$ cat config.mk
export PLATFORM = sky130hd
export DESIGN_NAME = lzwc_front_flat
export DESIGN_NICKNAME = d
export VERILOG_FILES = /design/src/design/lzwc_pkg.sv /design/src/design/lzwc_ifs.sv /design/src/design/lzwc_front.sv /design/src/flat_wrapper.sv
export SDC_FILE = /design/constraint.sdc
export NUM_CORES = 1
export LEC_CHECK = 0
export ABC_AREA = 1
export BUFFER_PORTS_ARGS = -buffer_cell sky130_fd_sc_hd__buf_2
export CAP_MARGIN = 20
export CORE_MARGIN = 4
export CORE_UTILIZATION = 56
export CTS_CLUSTER_SIZE = 30
export DETAILED_ROUTE_END_ITERATION = 6
export HOLD_SLACK_MARGIN = 0.12
export PLACE_DENSITY_LB_ADDON = 0.1
export SYNTH_ARGS = -nofsm -noshare
export SYNTH_HDL_FRONTEND = slang
export SYNTH_SLANG_ARGS = --single-unit
export TNS_END_PERCENT = 30
$ cat constraint.sdc
create_clock -name clk -period 2.54 [get_ports clk]
set_clock_uncertainty 0.2 [all_clocks]
set_input_delay 0 -clock clk [delete_from_list [all_inputs] [get_ports clk]]
set_output_delay 0 -clock clk [all_outputs]
set_load 0.005 [all_outputs]
$ cat src/design/lzwc_pkg.sv
// ----------------------------------------------------------------------------
// lzwc_pkg
// Shared types, constants and helpers of the LZW compressor.
// ----------------------------------------------------------------------------
package lzwc_pkg;

	localparam int DICT_ENTRIES_DEFAULT = 32768;
	localparam int QUEUE_DEPTH = 4;
	localparam int EPOCH_W = 8;
	localparam int CFG_ADDR_W = 3;

	localparam logic [15:0] FIRST_FREE_CODE = 16'd257;
	localparam logic [15:0] END_CODE = 16'd256;
	localparam logic [4:0] MIN_WIDTH = 5'd9;
	localparam logic [3:0] RESET_WIDTH_DEFAULT = 4'd12;
	localparam logic [31:0] HASH_MULT = 32'h9E37_79B1;

	// configuration register index
	localparam logic REG_RESET_WIDTH = 1'b0;

	typedef struct packed {
		logic [7:0] data_byte;
		logic last;
		logic first;
	} item_t;

	typedef enum logic [1:0] {
		PK_CODE,
		PK_HEADER,
		PK_FLUSH
	} pk_kind_t;

	typedef struct packed {
		pk_kind_t kind;
		logic [15:0] value;
		logic [4:0] width;
	} pk_req_t;

	typedef struct packed {
		logic clearing;
	} eng_status_t;

	typedef struct packed {
		logic [EPOCH_W-1:0] epoch;
		logic [23:0] key;
		logic [15:0] code;
	} dict_word_t;

	// code width needed for a code value: 9 below 512, at most 16
	function automatic logic [4:0] width_for(input logic [15:0] code);
		logic [4:0] w;
		w = MIN_WIDTH;
		for (int i = 9; i < 16; i++) begin
			if (code >= (16'd1 << i))
				w = 5'(i + 1);
		end
		return w;
	endfunction

endpackage

$ cat src/design/lzwc_ifs.sv
// ----------------------------------------------------------------------------
// lzwc stream interfaces
// Byte input channel and packed byte output channel.
// ----------------------------------------------------------------------------
interface lzwc_in_if;
	logic valid;
	logic ready;
	logic [7:0] data_byte;
	logic end_of_data;

	modport source (output valid, output data_byte, output end_of_data, input ready);
	modport sink (input valid, input data_byte, input end_of_data, output ready);
endinterface


$ cat src/design/lzwc_front.sv
// ----------------------------------------------------------------------------
// lzwc_front
// Accepts input bytes, marks the first byte of each stream, and queues them.
// ----------------------------------------------------------------------------
module lzwc_front (
	input logic clk,
	input logic arst_n,
	lzwc_in_if.sink plain,
	input lzwc_pkg::eng_status_t status,
	output logic item_valid,
	output lzwc_pkg::item_t item,
	input logic item_ready
);

	localparam int QA = $clog2(lzwc_pkg::QUEUE_DEPTH);

	lzwc_pkg::item_t queue_q [lzwc_pkg::QUEUE_DEPTH];
	logic [QA-1:0] wr_ptr_q;
	logic [QA-1:0] rd_ptr_q;
	logic [QA:0] count_q;
	logic first_q;
	logic push;
	logic pop;

	assign plain.ready = (count_q != (QA+1)'(lzwc_pkg::QUEUE_DEPTH)) && !status.clearing;
	assign push = plain.valid && plain.ready;
	assign item_valid = (count_q != '0);
	assign item = queue_q[rd_ptr_q];
	assign pop = item_valid && item_ready;

	always_ff @(posedge clk) begin
		if (push) begin
			queue_q[wr_ptr_q] <= '{data_byte: plain.data_byte, last: plain.end_of_data,
				first: first_q};
		end
	end

	always_ff @(posedge clk or negedge arst_n) begin
		if (!arst_n) begin
			wr_ptr_q <= '0;
			rd_ptr_q <= '0;
			count_q <= '0;
			first_q <= 1'b1;
		end else begin
			if (push) begin
				wr_ptr_q <= wr_ptr_q + 1'b1;
				// a new stream starts after the final byte
				first_q <= plain.end_of_data;
			end
			if (pop)
				rd_ptr_q <= rd_ptr_q + 1'b1;
			if (push && !pop)
				count_q <= count_q + 1'b1;
			else if (pop && !push)
				count_q <= count_q - 1'b1;
		end
	end

endmodule

$ cat src/flat_wrapper.sv
// flat-port wrapper written by rule: the top's interface ports become plain ports
module lzwc_front_flat 
  (clk, arst_n, status, item_valid, item, item_ready, plain_valid, plain_data_byte, plain_end_of_data, plain_ready);
  lzwc_in_if plain_i ();
  input logic clk;
  input logic arst_n;
  input lzwc_pkg::eng_status_t status;
  output logic item_valid;
  output lzwc_pkg::item_t item;
  input logic item_ready;
  input wire logic [$bits(plain_i.valid)-1:0] plain_valid;
  input wire logic [$bits(plain_i.data_byte)-1:0] plain_data_byte;
  input wire logic [$bits(plain_i.end_of_data)-1:0] plain_end_of_data;
  output wire logic [$bits(plain_i.ready)-1:0] plain_ready;
  assign plain_i.valid = plain_valid;
  assign plain_i.data_byte = plain_data_byte;
  assign plain_i.end_of_data = plain_end_of_data;
  assign plain_ready = plain_i.ready;
  lzwc_front u_core (.clk(clk), .arst_n(arst_n), .plain(plain_i), .status(status), .item_valid(item_valid), .item(item), .item_ready(item_ready));
endmodule
==> metrics.log <==
[metrics] result of the run: finished, final reports clean
[metrics] category of the worst setup path launch point: flip-flop
[metrics] number of flops mapped to enable cells by yosys: 40
[metrics] top cell types by occurrence after synthesis: 40 x sky130_fd_sc_hd__edfxtp_1, 34 x sky130_fd_sc_hd__nor2_1, 27 x sky130_fd_sc_hd__o21ai_1, 21 x sky130_fd_sc_hd__nand2_1, 12 x sky130_fd_sc_hd__inv_1
[metrics] start-to-end type of the worst setup path: reg -> reg
[metrics] number of antenna violations at the first check in global routing: 0
[metrics] leading area contributor after synthesis: sky130_fd_sc_hd__edfxtp_1
[metrics] share of final-layout standard cells stronger than drive strength 1: 0.214
[metrics] data required time at the worst endpoint: approximately 2.6 ns
[metrics] Max Buffers Root-to-Sink: 2
[metrics] master of the slowest instance on the critical path: sky130_fd_sc_hd__dlygate4sd3_1
[metrics] number of setup violations in the final report: 0
[metrics] vias after detailed routing: 1376
[metrics] H-tree depth: 2
[metrics] Clock Pin Slew Worst Setup and Hold Paths: 0.13 ns
[metrics] routed length per instance: between 10 and 15 um
[metrics] power per standard cell area: approximately 960 nW/um2
[metrics] total power: roughly 0.0023 W
[metrics] average cell area after synthesis: about 12 um2
[metrics] effective utilization at floorplan: 0.597
[metrics] overall die height: slightly below 70 um
[metrics] Post-route DRC: 0
[metrics] CP max FO: 4
[metrics] floorplan die width: a little under 70 um
[metrics] worst voltage drop across the vdd grid: ~0.53 mV
[metrics] total of flip-flops plus latches after synthesis: 48
[metrics] via count normalized by instance count: roughly 5.2
[metrics] via count of the first global-routing pass: 1319
[metrics] total inserted antenna cells: 0
[metrics] global-route wire length before repair: between 6 and 7 mm
[metrics] kind of capture point of the worst setup path: flip-flop
[metrics] area added between synthesis and finish: 19.1%
[metrics] Die Outline Area: 4670 um2
[metrics] cell leakage power: 0.984 nW
[metrics] Buf/Inv on CP: 2
[metrics] instance count of the mapped netlist: 172
[metrics] Boundary Pins: 26
[metrics] count of cell types in the netlist: 22
[metrics] class of the tightest hold or removal check: in -> reg
[metrics] Crit path max-delay family: buffers and inverters
[metrics] Largest stage delay, worst path: roughly 0.55 ns
[metrics] Final Slew Violations: 0
[metrics] total of fill cells in the finished design: 250
[metrics] Floorplan Core Area: around 3400 um2
[metrics] clock buffer count from CTS: 5
[metrics] Synth top area share: 0.589
[metrics] total number of placement rows: 21
[metrics] yosys synthesis warning count: 0
[metrics] Post-Syn Nets: roughly 190
[metrics] cell repeated most along the worst path: sky130_fd_sc_hd__dlygate4sd3_1
[metrics] combined area of all synthesized cells: just over 2000 um2
[metrics] number of max-cap violations: 0
[metrics] Setup TNS Final: 0 ns
[metrics] clock latency reported for the late side of the worst-skew pair: between 0.3 and 0.4 ns
[metrics] share of the yosys chip area belonging to registers: 0.687
[metrics] clock tree root buffer cell: sky130_fd_sc_hd__clkbuf_4
[metrics] residual antenna-violating net count after detailed routing: 0
[metrics] net total in the final layout: 239
[metrics] drt total wl: between 3 and 4 mm
[metrics] achievable frequency: around 460 MHz
[metrics] max-slew headroom at the worst pin: 0.731
[metrics] placer congestion estimate: between 0.7 and 0.8
[metrics] number of search-and-repair iterations in the first detailed-routing pass: 4
[metrics] dominant register cell in the synthesized netlist: sky130_fd_sc_hd__edfxtp_1
[metrics] top area cells in the synthesized netlist: sky130_fd_sc_hd__edfxtp_1 59%, sky130_fd_sc_hd__dfrtp_1 8.6%, sky130_fd_sc_hd__o21ai_1 6.6%
[metrics] post-detail-place hpwl: ~2.4 mm
[metrics] maximum number of pins on one net before global-route repair: 23
[metrics] number of I/O port buffers: 25
[metrics] crit path time final: about 2.2 ns
[metrics] share of async-settable or async-resettable flops after synthesis: 0.167
[metrics] clock sink count: 48
[metrics] list of cells traversed by the critical path: nor2_4 > nand2_2 > nand4_1 > dlygate4sd3_1 > nand2_1 > dlygate4sd3_1
[metrics] clock tree from TritonCTS: built
[metrics] overflow left after global routing: 0
[metrics] final worst path period share: 0.865
[metrics] total routing usage reported by global routing: 0.183
[metrics] Final Hold Violating Endpoints: 0
[metrics] data arrival time at the worst-slack endpoint: 2.29 ns
[metrics] most instantiated library cell after synthesis: sky130_fd_sc_hd__edfxtp_1
[metrics] Slew @ Worst Pin: a little over 0.4 ns
[metrics] RSZ-0062 raised after global routing: no
[metrics] DRC marker count from the first detailed-route iteration: 87
[metrics] worst-case register-to-register setup slack: approximately 0.34 ns
## sequential cells by signal, indices dropped and copies added (netlist names)
name             cells
u_core.wr_ptr_q      2
u_core.count_q       3
u_core.rd_ptr_q      2
u_core.first_q       1
u_core.queue_q      40
## cell usage in the layout (no fill, tap or decap)
master,n
sky130_fd_sc_hd__buf_2,25
sky130_fd_sc_hd__clkbuf_8,1
sky130_fd_sc_hd__buf_4,5
sky130_fd_sc_hd__inv_1,12
sky130_fd_sc_hd__inv_2,2
sky130_fd_sc_hd__edfxtp_1,40
sky130_fd_sc_hd__clkinv_2,2
sky130_fd_sc_hd__clkbuf_4,5
sky130_fd_sc_hd__xnor2_1,1
sky130_fd_sc_hd__a21oi_1,1
sky130_fd_sc_hd__nand2_2,2
sky130_fd_sc_hd__o21ai_2,2
sky130_fd_sc_hd__nand3_2,1
sky130_fd_sc_hd__dfstp_2,1
sky130_fd_sc_hd__nand2_1,21
sky130_fd_sc_hd__dfrtp_1,7
sky130_fd_sc_hd__nor2_1,34
sky130_fd_sc_hd__nand4_1,4
sky130_fd_sc_hd__nand3_1,3
sky130_fd_sc_hd__fa_1,1
sky130_fd_sc_hd__o21ai_1,27
sky130_fd_sc_hd__ha_1,5
sky130_fd_sc_hd__o21ai_0,1
sky130_fd_sc_hd__dlygate4sd3_1,16
sky130_fd_sc_hd__nor2_4,1
## layer usage
| metal | GRT usage | wire length [um] | vias to the layer above |
|---|---|---|---|
| li1 | - | - | 685 |
| met1 | 0.227 | 1640 | 650 |
| met2 | 0.318 | 1890 | 32 |
| met3 | 0.0394 | 152 | 9 |
| met4 | 0.0596 | 59 | 0 |
| met5 | 0 | 0 | - |
## area by class of cell
cell class | count | area (um2) | area share
inverter | 14 | 52.6 | 0.0216
clock buffer | 6 | 51.3 | 0.0211
tap | 46 | 57.6 | 0.0237
multi-input combinational | 104 | 534 | 0.220
sequential | 48 | 1400 | 0.577
timing repair buffer | 46 | 323 | 0.133
clock inverter | 2 | 10.0 | 0.00412
## worst register-to-register path: stages (launching register included)
cell and delay (ns):
sky130_fd_sc_hd__dfrtp_1 0.47, sky130_fd_sc_hd__nor2_4 0.16, sky130_fd_sc_hd__nand2_2 0.09, sky130_fd_sc_hd__nand4_1 0.07
sky130_fd_sc_hd__dlygate4sd3_1 0.55, sky130_fd_sc_hd__nand2_1 0.05, sky130_fd_sc_hd__dlygate4sd3_1 0.54
## cell families (layout without fill, tap and decap cells)
group,count (synthesis),in the layout,share of synthesized area
xor+xnor,1,1,0.00429
simple gates,66,66,0.137
flops,48,48,0.687
buf+inv,20,68,0.0509
fa+ha+maj,6,6,0.0405
compound gates,31,31,0.0797
## stage by stage
step / setup WS [ns] / hold slack, ns / area [um2] / instances / utilization
5_1_grt: 0.248 / 0.182 / 2430 / 266 / 0.712
6_report: 0.343 / 0.188 / 2430 / 266 / 0.712
2_1_floorplan: 0.649 / -0.496 / 2040 / 172 / -
4_1_cts: 0.344 / 0.182 / 2430 / 266 / 0.712
3_5_place_dp: 0.460 / -0.346 / 2210 / 242 / 0.647
3_3_place_gp: 0.592 / -0.350 / 2210 / 242 / 0.647
## path summary, 6_finish.rpt
kind / start / to / depth (start not counted)
worst max-delay path: u_core.count_q[0]$_DFFE_PN0P_ / u_core.first_q$_DFFE_PN1P_ / 6
worst min-delay path: plain_data_byte[0] / u_core.queue_q[2][2]$_DFFE_PP_ / 2
worst max register to register: u_core.count_q[0]$_DFFE_PN0P_ / u_core.first_q$_DFFE_PN1P_ / 6
worst min register to register: u_core.rd_ptr_q[1]$_DFFE_PN0P_ / u_core.rd_ptr_q[1]$_DFFE_PN0P_ / 2
max in group asynchronous: arst_n / u_core.first_q$_DFFE_PN1P_ / 3
min in group asynchronous: arst_n / u_core.rd_ptr_q[0]$_DFFE_PN0P_ / 3
## timing repair
action	4_1_cts	5_1_grt
buffers inserted	0	0
hold buffers	16	0
endpoints found under the hold margin	80	0
resized for setup	0	0
## power breakdown
group / switching, W / leakage (nW) / total, W / internal [W]
clock network: 0.000227 / 0.0380 / 0.000359 / 0.000132
registers: 0.0000856 / 0.459 / 0.00108 / 0.000993
logic: 0.000535 / 0.487 / 0.000887 / 0.000352
total: 0.000848 / 0.984 / 0.00232 / 0.00148
(Power assumes the default switching activity.)
