**src/design/lzwc_pkg.sv**
```systemverilog
// ----------------------------------------------------------------------------
// lzwc_pkg
// Shared types, constants and helpers of the LZW compressor.
// ----------------------------------------------------------------------------
package lzwc_pkg;

	localparam int DICT_ENTRIES_DEFAULT = 32768;
	localparam int QUEUE_DEPTH = 4;
	localparam int EPOCH_W = 8;
	localparam int CFG_ADDR_W = 3;

	localparam logic [15:0] FIRST_FREE_CODE = 16'd257;
	localparam logic [15:0] END_CODE = 16'd256;
	localparam logic [4:0] MIN_WIDTH = 5'd9;
	localparam logic [3:0] RESET_WIDTH_DEFAULT = 4'd12;
	localparam logic [31:0] HASH_MULT = 32'h9E37_79B1;

	// configuration register index
	localparam logic REG_RESET_WIDTH = 1'b0;

	typedef struct packed {
		logic [7:0] data_byte;
		logic last;
		logic first;
	} item_t;

	typedef enum logic [1:0] {
		PK_CODE,
		PK_HEADER,
		PK_FLUSH
	} pk_kind_t;

	typedef struct packed {
		pk_kind_t kind;
		logic [15:0] value;
		logic [4:0] width;
	} pk_req_t;

	typedef struct packed {
		logic clearing;
	} eng_status_t;

	typedef struct packed {
		logic [EPOCH_W-1:0] epoch;
		logic [23:0] key;
		logic [15:0] code;
	} dict_word_t;

	// code width needed for a code value: 9 below 512, at most 16
	function automatic logic [4:0] width_for(input logic [15:0] code);
		logic [4:0] w;
		w = MIN_WIDTH;
		for (int i = 9; i < 16; i++) begin
			if (code >= (16'd1 << i))
				w = 5'(i + 1);
		end
		return w;
	endfunction

endpackage

```
**src/design/lzwc_ifs.sv**
```systemverilog


interface lzwc_out_if;
	logic valid;
	logic ready;
	logic [7:0] out_byte;
	logic last_out;

	modport source (output valid, output out_byte, output last_out, input ready);
	modport sink (input valid, input out_byte, input last_out, output ready);
endinterface

```
**src/design/lzwc_packer.sv**
```systemverilog
// ----------------------------------------------------------------------------
// lzwc_packer
// Packs variable-width codes MSB first into bytes behind an output register.
// ----------------------------------------------------------------------------
module lzwc_packer (
	input logic clk,
	input logic arst_n,
	input logic req_valid,
	input lzwc_pkg::pk_req_t req,
	output logic req_ready,
	lzwc_out_if.source coded
);

	logic [23:0] buf_q;
	logic [4:0] cnt_q;
	logic out_valid_q;
	logic [7:0] out_byte_q;
	logic out_last_q;

	logic slot_free;
	logic emit;
	logic take;
	logic [15:0] code_mask;
	logic [39:0] grown;
	logic [4:0] left;
	logic [7:0] emit_byte;
	logic [23:0] kept;
	logic [7:0] pad_byte;

	assign coded.valid = out_valid_q;
	assign coded.out_byte = out_byte_q;
	assign coded.last_out = out_last_q;

	always_comb begin
		slot_free = !out_valid_q || coded.ready;
		emit = (cnt_q > 5'd8) && slot_free;
		req_ready = (cnt_q <= 5'd8) && ((req.kind == lzwc_pkg::PK_CODE) || slot_free);
		take = req_valid && req_ready;
		code_mask = 16'((17'd1 << req.width) - 17'd1);
		grown = ({16'd0, buf_q} << req.width) | {24'd0, req.value & code_mask};
		left = cnt_q - 5'd8;
		emit_byte = 8'(buf_q >> left);
		kept = buf_q & ((24'd1 << left) - 24'd1);
		pad_byte = 8'(buf_q << (5'd8 - cnt_q));
	end

	always_ff @(posedge clk) begin
		if (emit) begin
			out_byte_q <= emit_byte;
			out_last_q <= 1'b0;
		end else if (take && req.kind == lzwc_pkg::PK_HEADER) begin
			out_byte_q <= req.value[7:0];
			out_last_q <= 1'b0;
		end else if (take && req.kind == lzwc_pkg::PK_FLUSH) begin
			// pad the leftover bits with zeros at the low end
			out_byte_q <= pad_byte;
			out_last_q <= 1'b1;
		end
	end

	always_ff @(posedge clk or negedge arst_n) begin
		if (!arst_n) begin
			buf_q <= '0;
			cnt_q <= '0;
			out_valid_q <= 1'b0;
		end else begin
			if (emit) begin
				buf_q <= kept;
				cnt_q <= left;
				out_valid_q <= 1'b1;
			end else if (take) begin
				unique case (req.kind)
					lzwc_pkg::PK_CODE: begin
						buf_q <= grown[23:0];
						cnt_q <= cnt_q + req.width;
						if (coded.ready)
							out_valid_q <= 1'b0;
					end
					lzwc_pkg::PK_HEADER: out_valid_q <= 1'b1;
					lzwc_pkg::PK_FLUSH: begin
						buf_q <= '0;
						cnt_q <= '0;
						out_valid_q <= 1'b1;
					end
					default: begin
						if (coded.ready)
							out_valid_q <= 1'b0;
					end
				endcase
			end else if (coded.ready) begin
				out_valid_q <= 1'b0;
			end
		end
	end

endmodule

```
**src/flat_wrapper.sv**
```systemverilog
// flat-port wrapper written by rule: the top's interface ports become plain ports
module lzwc_packer_flat 
  (clk, arst_n, req_valid, req, req_ready, coded_valid, coded_out_byte, coded_last_out, coded_ready);
  lzwc_out_if coded_i ();
  input logic clk;
  input logic arst_n;
  input logic req_valid;
  input lzwc_pkg::pk_req_t req;
  output logic req_ready;
  output wire logic [$bits(coded_i.valid)-1:0] coded_valid;
  output wire logic [$bits(coded_i.out_byte)-1:0] coded_out_byte;
  output wire logic [$bits(coded_i.last_out)-1:0] coded_last_out;
  input wire logic [$bits(coded_i.ready)-1:0] coded_ready;
  assign coded_valid = coded_i.valid;
  assign coded_out_byte = coded_i.out_byte;
  assign coded_last_out = coded_i.last_out;
  assign coded_i.ready = coded_ready;
  lzwc_packer u_core (.clk(clk), .arst_n(arst_n), .req_valid(req_valid), .req(req), .req_ready(req_ready), .coded(coded_i));
endmodule
```
**config.mk**
```make
export PLATFORM = sky130hd
export DESIGN_NAME = lzwc_packer_flat
export DESIGN_NICKNAME = d
export VERILOG_FILES = /design/src/design/lzwc_pkg.sv /design/src/design/lzwc_ifs.sv /design/src/design/lzwc_packer.sv /design/src/flat_wrapper.sv
export SDC_FILE = /design/constraint.sdc
export NUM_CORES = 1
export LEC_CHECK = 0
export BUFFER_PORTS_ARGS = -buffer_cell sky130_fd_sc_hd__buf_2
export CELL_PAD_IN_SITES_DETAIL_PLACEMENT = 1
export CELL_PAD_IN_SITES_GLOBAL_PLACEMENT = 1
export CORE_UTILIZATION = 51
export CTS_CLUSTER_DIAMETER = 100
export DETAILED_ROUTE_END_ITERATION = 7
export PLACE_DENSITY_LB_ADDON = 0.1
export SYNTH_ARGS = -nofsm -noshare
export SYNTH_HDL_FRONTEND = slang
export SYNTH_SLANG_ARGS = --single-unit
```
**constraint.sdc**
```tcl
create_clock -name clk -period 6.85 [get_ports clk]
set_input_delay 1.37 -clock clk [delete_from_list [all_inputs] [get_ports clk]]
set_output_delay 1.37 -clock clk [all_outputs]
set_load 0.05 [all_outputs]
```
==> impl_metrics.prom, run 1 <==
# TYPE chip_impl_metric gauge
chip_impl_info{name="result_of_the_run",value="finished, final reports clean"} 1
chip_impl_metric{name="number_of_flops_mapped_to_enable_cells_by_yosys",unit=""} 8
chip_impl_metric{name="synth.yosys.warnings",unit=""} 0
chip_impl_metric{name="cts_hold_repair.buffers",unit=""} 0
chip_impl_metric{name="placement.io_buffers",unit=""} 37
chip_impl_metric{name="post-route-min-period",unit="ns"} 4.759
chip_impl_metric{name="first_global_vias",unit=""} 5712
chip_impl_metric{name="clkSinkCount",unit=""} 39
chip_impl_metric{name="clockBufferDepth",unit=""} 2
chip_impl_metric{name="num_vias",unit=""} 5732
chip_impl_metric{name="grt.overflow.total",unit=""} 0
chip_impl_metric{name="final_layout_size_suffix_gt1_share",unit="%"} 13.66
chip_impl_metric{name="gp_congestion",unit=""} 0.9204
chip_impl_metric{name="core_area",unit="µm²"} 10370
chip_impl_metric{name="finalNonFillerCells",unit=""} 802
chip_impl_metric{name="worst_setup_hold_path_clk_slew",unit="ns"} 0.09
chip_impl_metric{name="area_growth_syn_to_layout",unit="%"} 2.632
chip_impl_metric{name="chipWidth",unit="µm"} 105.5
chip_impl_metric{name="tritoncts.num_buffers",unit=""} 5
chip_impl_metric{name="drt_drc_violations_left",unit=""} 0
chip_impl_info{name="synth.largest_area_cell",value="dfrtp_1"} 1
chip_impl_metric{name="tightest_slew",unit="ns"} 1.051
chip_impl_metric{name="ys_async_sr_fraction",unit="%"} 76.92
chip_impl_metric{name="die_area",unit="µm²"} 11140
chip_impl_metric{name="hold_violations",unit=""} 0
chip_impl_metric{name="adder_cell_area_share_of_the_yosys_netlist",unit="%"} 4.715
chip_impl_metric{name="synthesis.nets",unit=""} 730
chip_impl_metric{name="max_clock_freq",unit="MHz"} 210.1
chip_impl_metric{name="yosys.cell_types.count",unit=""} 74
chip_impl_metric{name="ioPinCount",unit=""} 38
chip_impl_info{name="ranking_of_synthesized_cells_by_area",value="dfrtp_1, mux2i_1, o21ai_0, mux4_2, nand2_1"} 1
chip_impl_metric{name="dp_wirelength",unit="µm"} 15670
chip_impl_metric{name="drv.max_cap_violation_count",unit=""} 0
chip_impl_info{name="worstSetupPathType",value="flip-flop to output port"} 1
chip_impl_metric{name="yosys_register_bits",unit=""} 39
chip_impl_info{name="worstSetupStartpointType",value="flip-flop"} 1
chip_impl_metric{name="maximum_number_of_pins_on_one_net_before_global_route_repair",unit=""} 47
chip_impl_metric{name="drt.antenna.violating_nets",unit=""} 0
chip_impl_metric{name="synth_mux_area_share",unit="%"} 23.44
chip_impl_metric{name="report.final.slew_viol_count",unit=""} 0
chip_impl_info{name="cts_tree",value="built"} 1
chip_impl_metric{name="relSlewSlack",unit="%"} 29.77
chip_impl_metric{name="crit_path_max_fanout",unit=""} 24
chip_impl_metric{name="yosysSeqAreaShare",unit="%"} 18.49
chip_impl_metric{name="pre_cts_ws",unit="ns"} 2.262
chip_impl_metric{name="synth_top_cell_area_share",unit="%"} 13.73
chip_impl_metric{name="avgRoutedWirePerCell",unit="µm"} 26.73
chip_impl_metric{name="post_cts.resized_instances",unit=""} 0
chip_impl_metric{name="postLayoutSetupSlackWorst",unit="ns"} 2.091
chip_impl_metric{name="synth_area_in_simple_gates",unit="%"} 18.79
chip_impl_metric{name="antenna-diode-count",unit=""} 0
chip_impl_metric{name="power_density",unit="nW/µm²"} 436.5
chip_impl_metric{name="initial_core_util",unit="%"} 52.71
chip_impl_metric{name="timing.setup.tns",unit="ns"} 0
chip_impl_metric{name="irDropWorstVdd",unit="mV"} 0.2650
chip_impl_metric{name="drt-initial-drc-count",unit=""} 510
chip_impl_metric{name="grt_pass1_wl",unit="µm"} 33690
chip_impl_metric{name="total_leakage_power",unit="nW"} 2.267
chip_impl_metric{name="post-route-period-util",unit="%"} 69.47
chip_impl_metric{name="worst_r2r_path_depth",unit=""} 8
chip_impl_metric{name="drt_wirelength",unit="µm"} 21440
chip_impl_metric{name="cts_max_level",unit=""} 2
chip_impl_info{name="min-delay-path-class",value="flip-flop to flip-flop"} 1
chip_impl_info{name="largest_family_of_logic_cells_by_synthesized_area",value="compound AO/OA/AOI/OAI gates"} 1
chip_impl_metric{name="first_pass_iteration_count_of_the_detailed_router",unit=""} 5
chip_impl_metric{name="critPathArrivalTime",unit="ns"} 3.39
chip_impl_metric{name="setup_viol",unit=""} 0
chip_impl_metric{name="post_cts.repair.setup_buffers",unit=""} 0
chip_impl_metric{name="syn-instance-count",unit=""} 683
chip_impl_info{name="grt_setup_unrepaired",value="no"} 1
chip_impl_metric{name="rows",unit=""} 37
chip_impl_metric{name="grt_antenna_before_repair",unit=""} 0
chip_impl_metric{name="global_route.usage.total",unit="%"} 39.92
chip_impl_info{name="setup.worst_path.end_class",value="output port"} 1
chip_impl_metric{name="critical_path_required",unit="ns"} 5.48
chip_impl_metric{name="final_nets",unit=""} 712
chip_impl_metric{name="avgSynthCellArea",unit="µm²"} 8.004
chip_impl_metric{name="yosys.area_share.xor_xnor",unit="%"} 1.923
chip_impl_info{name="cts_root_buf",value="clkbuf_8"} 1
chip_impl_metric{name="clkLatencyLatePin",unit="ns"} 0.31
chip_impl_info{name="ys.flop_type",value="dfrtp_1"} 1
chip_impl_metric{name="synth-compound-area-share",unit="%"} 25.61
chip_impl_metric{name="min_path_cells",unit=""} 2
chip_impl_info{name="post_synth_most_frequent_cells",value="mux2i_1, o21ai_0, nand2_1, nor2_1, a21oi_1"} 1
chip_impl_metric{name="syn_area",unit="µm²"} 5466
chip_impl_metric{name="clock_skew",unit="ns"} 0.008351
chip_impl_metric{name="via_count_normalized_by_instance_count",unit=""} 7.147
chip_impl_metric{name="floorplan.die.height",unit="µm"} 105.5
chip_impl_metric{name="dp.cells",unit=""} 794
[critical path, cell delays in order, from the launching register on]
cell      delay [ns]
dfrtp_1         0.97
clkinv_1        0.78
ha_1            0.48
and4bb_2        0.28
nor2_1          0.24
nor2_1          0.09
buf_2           0.22
[layout make-up]
type                       instances  area [µm²]
clock buffer                       7       76.32
timing repair buffer              41       215.2
clock inverter                     1       5.005
sequential                        39        1012
tap                              136       170.2
multi-input combinational        562        4071
fill                            1310        4760
inverter                          16       60.06
[where the power goes]
group / internal (mW) / switching [mW] / total, mW / leakage, nW
registers: 0.323 / 0.110 / 0.434 / 0.490
clock network: 0.0719 / 0.0976 / 0.170 / 0.0422
logic: 0.597 / 1.25 / 1.85 / 1.73
total: 0.992 / 1.46 / 2.45 / 2.27
[registers in the layout, summed over array words and instances, names as in the netlist]
| signal | count |
|---|---|
| u_core.buf_q | 24 |
| u_core.coded.out_byte | 8 |
| u_core.cnt_q | 5 |
| u_core.coded.last_out | 1 |
| u_core.coded.valid | 1 |
[metrics by stage]
stage,utilization [%],power [mW],hold slack [ns],area (µm²)
finish,54.10,2.449,0.5407,5610
global route,54.10,2.583,0.5893,5610
CTS,54.10,2.393,0.5413,5610
detailed placement,53.32,2.218,0.5264,5529
global placement,53.32,2.164,0.5151,5529
floorplan,-,1.735,0.5232,5466
[layer usage]
layer / GRT usage (%) / vias up / part of all wire (%)
li1: - / 2529 / -
met1: 53.80 / 2816 / 42
met2: 62.22 / 322 / 45
met3: 7.112 / 65 / 8.1
met4: 18.45 / 0 / 5.0
met5: 0 / - / 0
[layout by cell type (no fill, tap or decap), types with 14 or more instances in the layout]
cell	netlist	final
buf_2	18	37
nand2_1	69	69
nor3_1	24	24
ha_1	19	19
nor2b_1	14	14
nand3_1	14	14
dfrtp_1	30	29
a21oi_1	45	45
mux2i_1	71	71
o21ai_0	71	71
inv_1	14	14
nor2_1	47	47
[cell families (layout without fill, tap and decap cells)]
family | Yosys count | in the layout
adder cells (fa/ha/maj) | 20 | 20
AND/OR/NAND/NOR | 210 | 210
multiplexers | 102 | 102
buffers and inverters | 82 | 65
flip-flops | 39 | 39
XOR/XNOR | 12 | 12
AO/OA/AOI/OAI | 218 | 218
[final timing paths]
| path | startpoint | endpoint | slack, ns |
|---|---|---|---|
| setup / recovery | u_core.cnt_q[1] | req_ready | 2.09 |
| hold reg to reg | u_core.coded.last_out | u_core.coded.last_out | 0.54 |
| max in group asynchronous | arst_n | u_core.cnt_q[0] | 5.14 |
| min in group asynchronous | arst_n | u_core.buf_q[4] | 1.14 |
| hold / removal | u_core.coded.last_out | u_core.coded.last_out | 0.54 |
| setup reg to reg | u_core.cnt_q[1] | u_core.buf_q[0] | 2.43 |
Power figures use the tool's default switching activity.
==> inputs of run 2 (changes only) <==
--- a/config.mk
+++ b/config.mk
@@ -8,7 +8,7 @@
 export BUFFER_PORTS_ARGS = -buffer_cell sky130_fd_sc_hd__buf_2
 export CELL_PAD_IN_SITES_DETAIL_PLACEMENT = 1
 export CELL_PAD_IN_SITES_GLOBAL_PLACEMENT = 1
-export CORE_UTILIZATION = 51
+export CORE_UTILIZATION = 47
 export CTS_CLUSTER_DIAMETER = 100
 export DETAILED_ROUTE_END_ITERATION = 7
 export PLACE_DENSITY_LB_ADDON = 0.1
==> constraint.sdc (replaced) <==
create_clock -name clk -period 4.6 [get_ports clk]
set_input_delay 0.92 -clock clk [delete_from_list [all_inputs] [get_ports clk]]
set_output_delay 0.92 -clock clk [all_outputs]
set_load 0.05 [all_outputs]
==> impl_metrics.prom, run 2 (synthesis results as in run 1) <==
# TYPE chip_impl_metric gauge
chip_impl_info{name="grt_max_usage_layer",value="met2"} 1
chip_impl_info{name="cts_tree",value="built"} 1
chip_impl_metric{name="final.fill_count",unit=""} 1412
chip_impl_metric{name="drt_wirelength",unit="µm"} 22620
chip_impl_metric{name="drt-initial-drc-count",unit=""} 596
chip_impl_metric{name="area_growth_syn_to_layout",unit="%"} 6.844
chip_impl_info{name="critical-path-top-cell-by-count",value="ha_1"} 1
chip_impl_metric{name="clkLatencyLatePin",unit="ns"} 0.31
chip_impl_metric{name="global_route.usage.total",unit="%"} 39.46
chip_impl_metric{name="final_nets",unit=""} 731
chip_impl_metric{name="clkSinkCount",unit=""} 39
chip_impl_metric{name="drt.antenna.violating_nets",unit=""} 0
chip_impl_metric{name="clock_skew",unit="ns"} 0.01330
chip_impl_metric{name="cts_hold_repair.buffers",unit=""} 0
chip_impl_metric{name="via_count_normalized_by_instance_count",unit=""} 6.998
chip_impl_metric{name="core_area",unit="µm²"} 11370
chip_impl_metric{name="final_layout_size_suffix_gt1_share",unit="%"} 16.35
chip_impl_metric{name="drv.max_cap_violation_count",unit=""} 0
chip_impl_metric{name="total_switching_power",unit="mW"} 2.271
chip_impl_metric{name="grt_antenna_before_repair",unit=""} 0
chip_impl_metric{name="die_area",unit="µm²"} 12070
chip_impl_info{name="grt_setup_unrepaired",value="no"} 1
chip_impl_metric{name="max_clock_freq",unit="MHz"} 277.1
chip_impl_metric{name="p_sw_share",unit="%"} 57.95
chip_impl_metric{name="relSlewSlack",unit="%"} 39.62
chip_impl_info{name="mostFrequentLayoutCells",value="mux2i_1, o21ai_0, nand2_1"} 1
chip_impl_metric{name="critical_path_required",unit="ns"} 4.76
chip_impl_metric{name="post-route-period-util",unit="%"} 78.44
chip_impl_metric{name="dp_wirelength",unit="µm"} 16860
chip_impl_metric{name="chipWidth",unit="µm"} 109.8
chip_impl_metric{name="gp_congestion",unit=""} 0.9250
chip_impl_metric{name="post_cts.repair.setup_buffers",unit=""} 0
chip_impl_metric{name="worst_path_largest_cell_delay",unit="ns"} 0.54
chip_impl_metric{name="drt_drc_violations_left",unit=""} 0
chip_impl_info{name="crit_path_cell_trace",value="clkinv_1 -> ha_1 -> ha_1 -> nand2_1 -> ha_1 -> o21a_1 -> o221ai_2 -> o221ai_1 -> o211ai_1"} 1
chip_impl_metric{name="post_cts.resized_instances",unit=""} 0
chip_impl_metric{name="num_vias",unit=""} 5794
chip_impl_metric{name="grt.overflow.total",unit=""} 0
chip_impl_metric{name="ioPinCount",unit=""} 38
chip_impl_metric{name="power.combinational.fraction",unit="%"} 73.4
chip_impl_metric{name="pwr-share-seq",unit="%"} 16.3
chip_impl_metric{name="floorplan.die.height",unit="µm"} 109.8
chip_impl_metric{name="setup_viol",unit=""} 0
chip_impl_metric{name="ff_latch_area",unit="µm²"} 1012
chip_impl_metric{name="grt_pass1_wl",unit="µm"} 34830
chip_impl_metric{name="critPathArrivalTime",unit="ns"} 3.77
chip_impl_metric{name="clockBufferDepth",unit=""} 2
chip_impl_info{name="cts_root_buf",value="clkbuf_16"} 1
chip_impl_metric{name="report.final.slew_viol_count",unit=""} 0
chip_impl_metric{name="first_global_vias",unit=""} 5755
chip_impl_metric{name="tritoncts.num_buffers",unit=""} 5
chip_impl_metric{name="post-route-min-period",unit="ns"} 3.608
chip_impl_metric{name="p_clk_share",unit="%"} 10.3
chip_impl_metric{name="use_met1",unit="%"} 53.24
chip_impl_metric{name="initial_core_util",unit="%"} 48.08
chip_impl_info{name="worstSetupStartpointType",value="flip-flop"} 1
chip_impl_metric{name="multi_input_gate_area_in_the_final_layout",unit="µm²"} 4071
chip_impl_metric{name="cts_max_level",unit=""} 2
chip_impl_metric{name="largest_register_ff_count",unit=""} 24
chip_impl_metric{name="crit_path_max_fanout",unit=""} 16
chip_impl_info{name="min-delay-path-class",value="flip-flop to flip-flop"} 1
chip_impl_metric{name="hold_violations",unit=""} 0
chip_impl_info{name="slowest_stage",value="clkinv_1"} 1
chip_impl_metric{name="irDropWorstVdd",unit="mV"} 0.4341
chip_impl_info{name="setup.worst_path.end_class",value="flip-flop"} 1
chip_impl_metric{name="placement.io_buffers",unit=""} 37
chip_impl_metric{name="gr-usage-met3",unit="%"} 7.469
chip_impl_metric{name="first_pass_iteration_count_of_the_detailed_router",unit=""} 4
chip_impl_metric{name="power_density",unit="nW/µm²"} 670.8
chip_impl_metric{name="timing.setup.tns",unit="ns"} 0
chip_impl_info{name="top_register",value="u_core.buf_q"} 1
chip_impl_metric{name="maximum_number_of_pins_on_one_net_before_global_route_repair",unit=""} 46
chip_impl_metric{name="tightest_slew",unit="ns"} 0.9017
chip_impl_metric{name="total_leakage_power",unit="nW"} 2.395
chip_impl_metric{name="antenna-diode-count",unit=""} 0
chip_impl_metric{name="rows",unit=""} 39
chip_impl_metric{name="internal_power_summed_over_all_cells",unit="mW"} 1.647
chip_impl_metric{name="met2_usage",unit="%"} 60.45
chip_impl_info{name="result_of_the_run",value="finished, final reports clean"} 1
chip_impl_metric{name="worst_setup_hold_path_clk_slew",unit="ns"} 0.06
chip_impl_metric{name="avgRoutedWirePerCell",unit="µm"} 27.32
chip_impl_metric{name="fin_util",unit="%"} 51.37
chip_impl_info{name="worstSetupPathType",value="flip-flop to flip-flop"} 1
run 2: cell types whose count changed in the layout (fill, tap and decap cells not counted), sizes merged:
cell | previous run | this run
clkinvlp | 0 | 1
buf | 41 | 60
clkinv | 2 | 1
run 2: layout make-up:
class	count	area share, %
repair buffers	60	6.127
inverters	16	1.028
clock buffers	7	2.614
flip-flops and latches	39	17.33
well taps	143	3.063
multi-input cells	562	69.71
clock inverters	1	0.1285
run 2: worst paths after layout:
path / start / to / slack (ns) / cells past startpoint
max: u_core.cnt_q[1] / u_core.buf_q[20] / 0.99 / 9
min: u_core.coded.last_out / u_core.coded.last_out / 0.51 / 2
max reg2reg: u_core.cnt_q[1] / u_core.buf_q[20] / 0.99 / 9
min reg2reg: u_core.coded.last_out / u_core.coded.last_out / 0.51 / 2
max in group asynchronous: arst_n / u_core.cnt_q[0] / 3.31 / 1
min in group asynchronous: arst_n / u_core.buf_q[23] / 0.70 / 1
run 2: per-stage QoR:
stage	setup slack, ns	hold slack (ns)	instances	cell area (µm²)	power [mW]
floorplan	1.410	0.5232	683	5466	2.584
global placement	1.141	0.4967	820	5680	3.394
detailed placement	1.119	0.5037	820	5680	3.434
CTS	1.069	0.5162	828	5841	3.854
global route	0.8584	0.5851	828	5841	4.144
finish	0.9916	0.5148	828	5841	3.918
run 2: power by group through the flow:
stage          clock network, mW  logic, mW  registers, mW
6_report                   0.404       2.88          0.637
5_1_grt                    0.416       3.08          0.653
4_1_cts                    0.405       2.82          0.632
3_5_place_dp                   0       2.80          0.639
3_3_place_gp                   0       2.76          0.631
2_1_floorplan                  0       1.87          0.713
run 2: metal layers:
metal  share of wire, %  vias up
met2                 45      298
met4                4.3        0
met1                 43     2884
met5                  0        -
met3                7.8       50
li1                   -     2562
run 2: worst max-delay path: cells and delay by family, from the launching register on:
kind                       cells  cell delay (ns)
and+or+nand+nor                1             0.24
AOI/OAI and AO/OA              4             0.91
adders and majority gates      3             1.41
buffers and inverters          1             0.54
DFF                            1             0.37
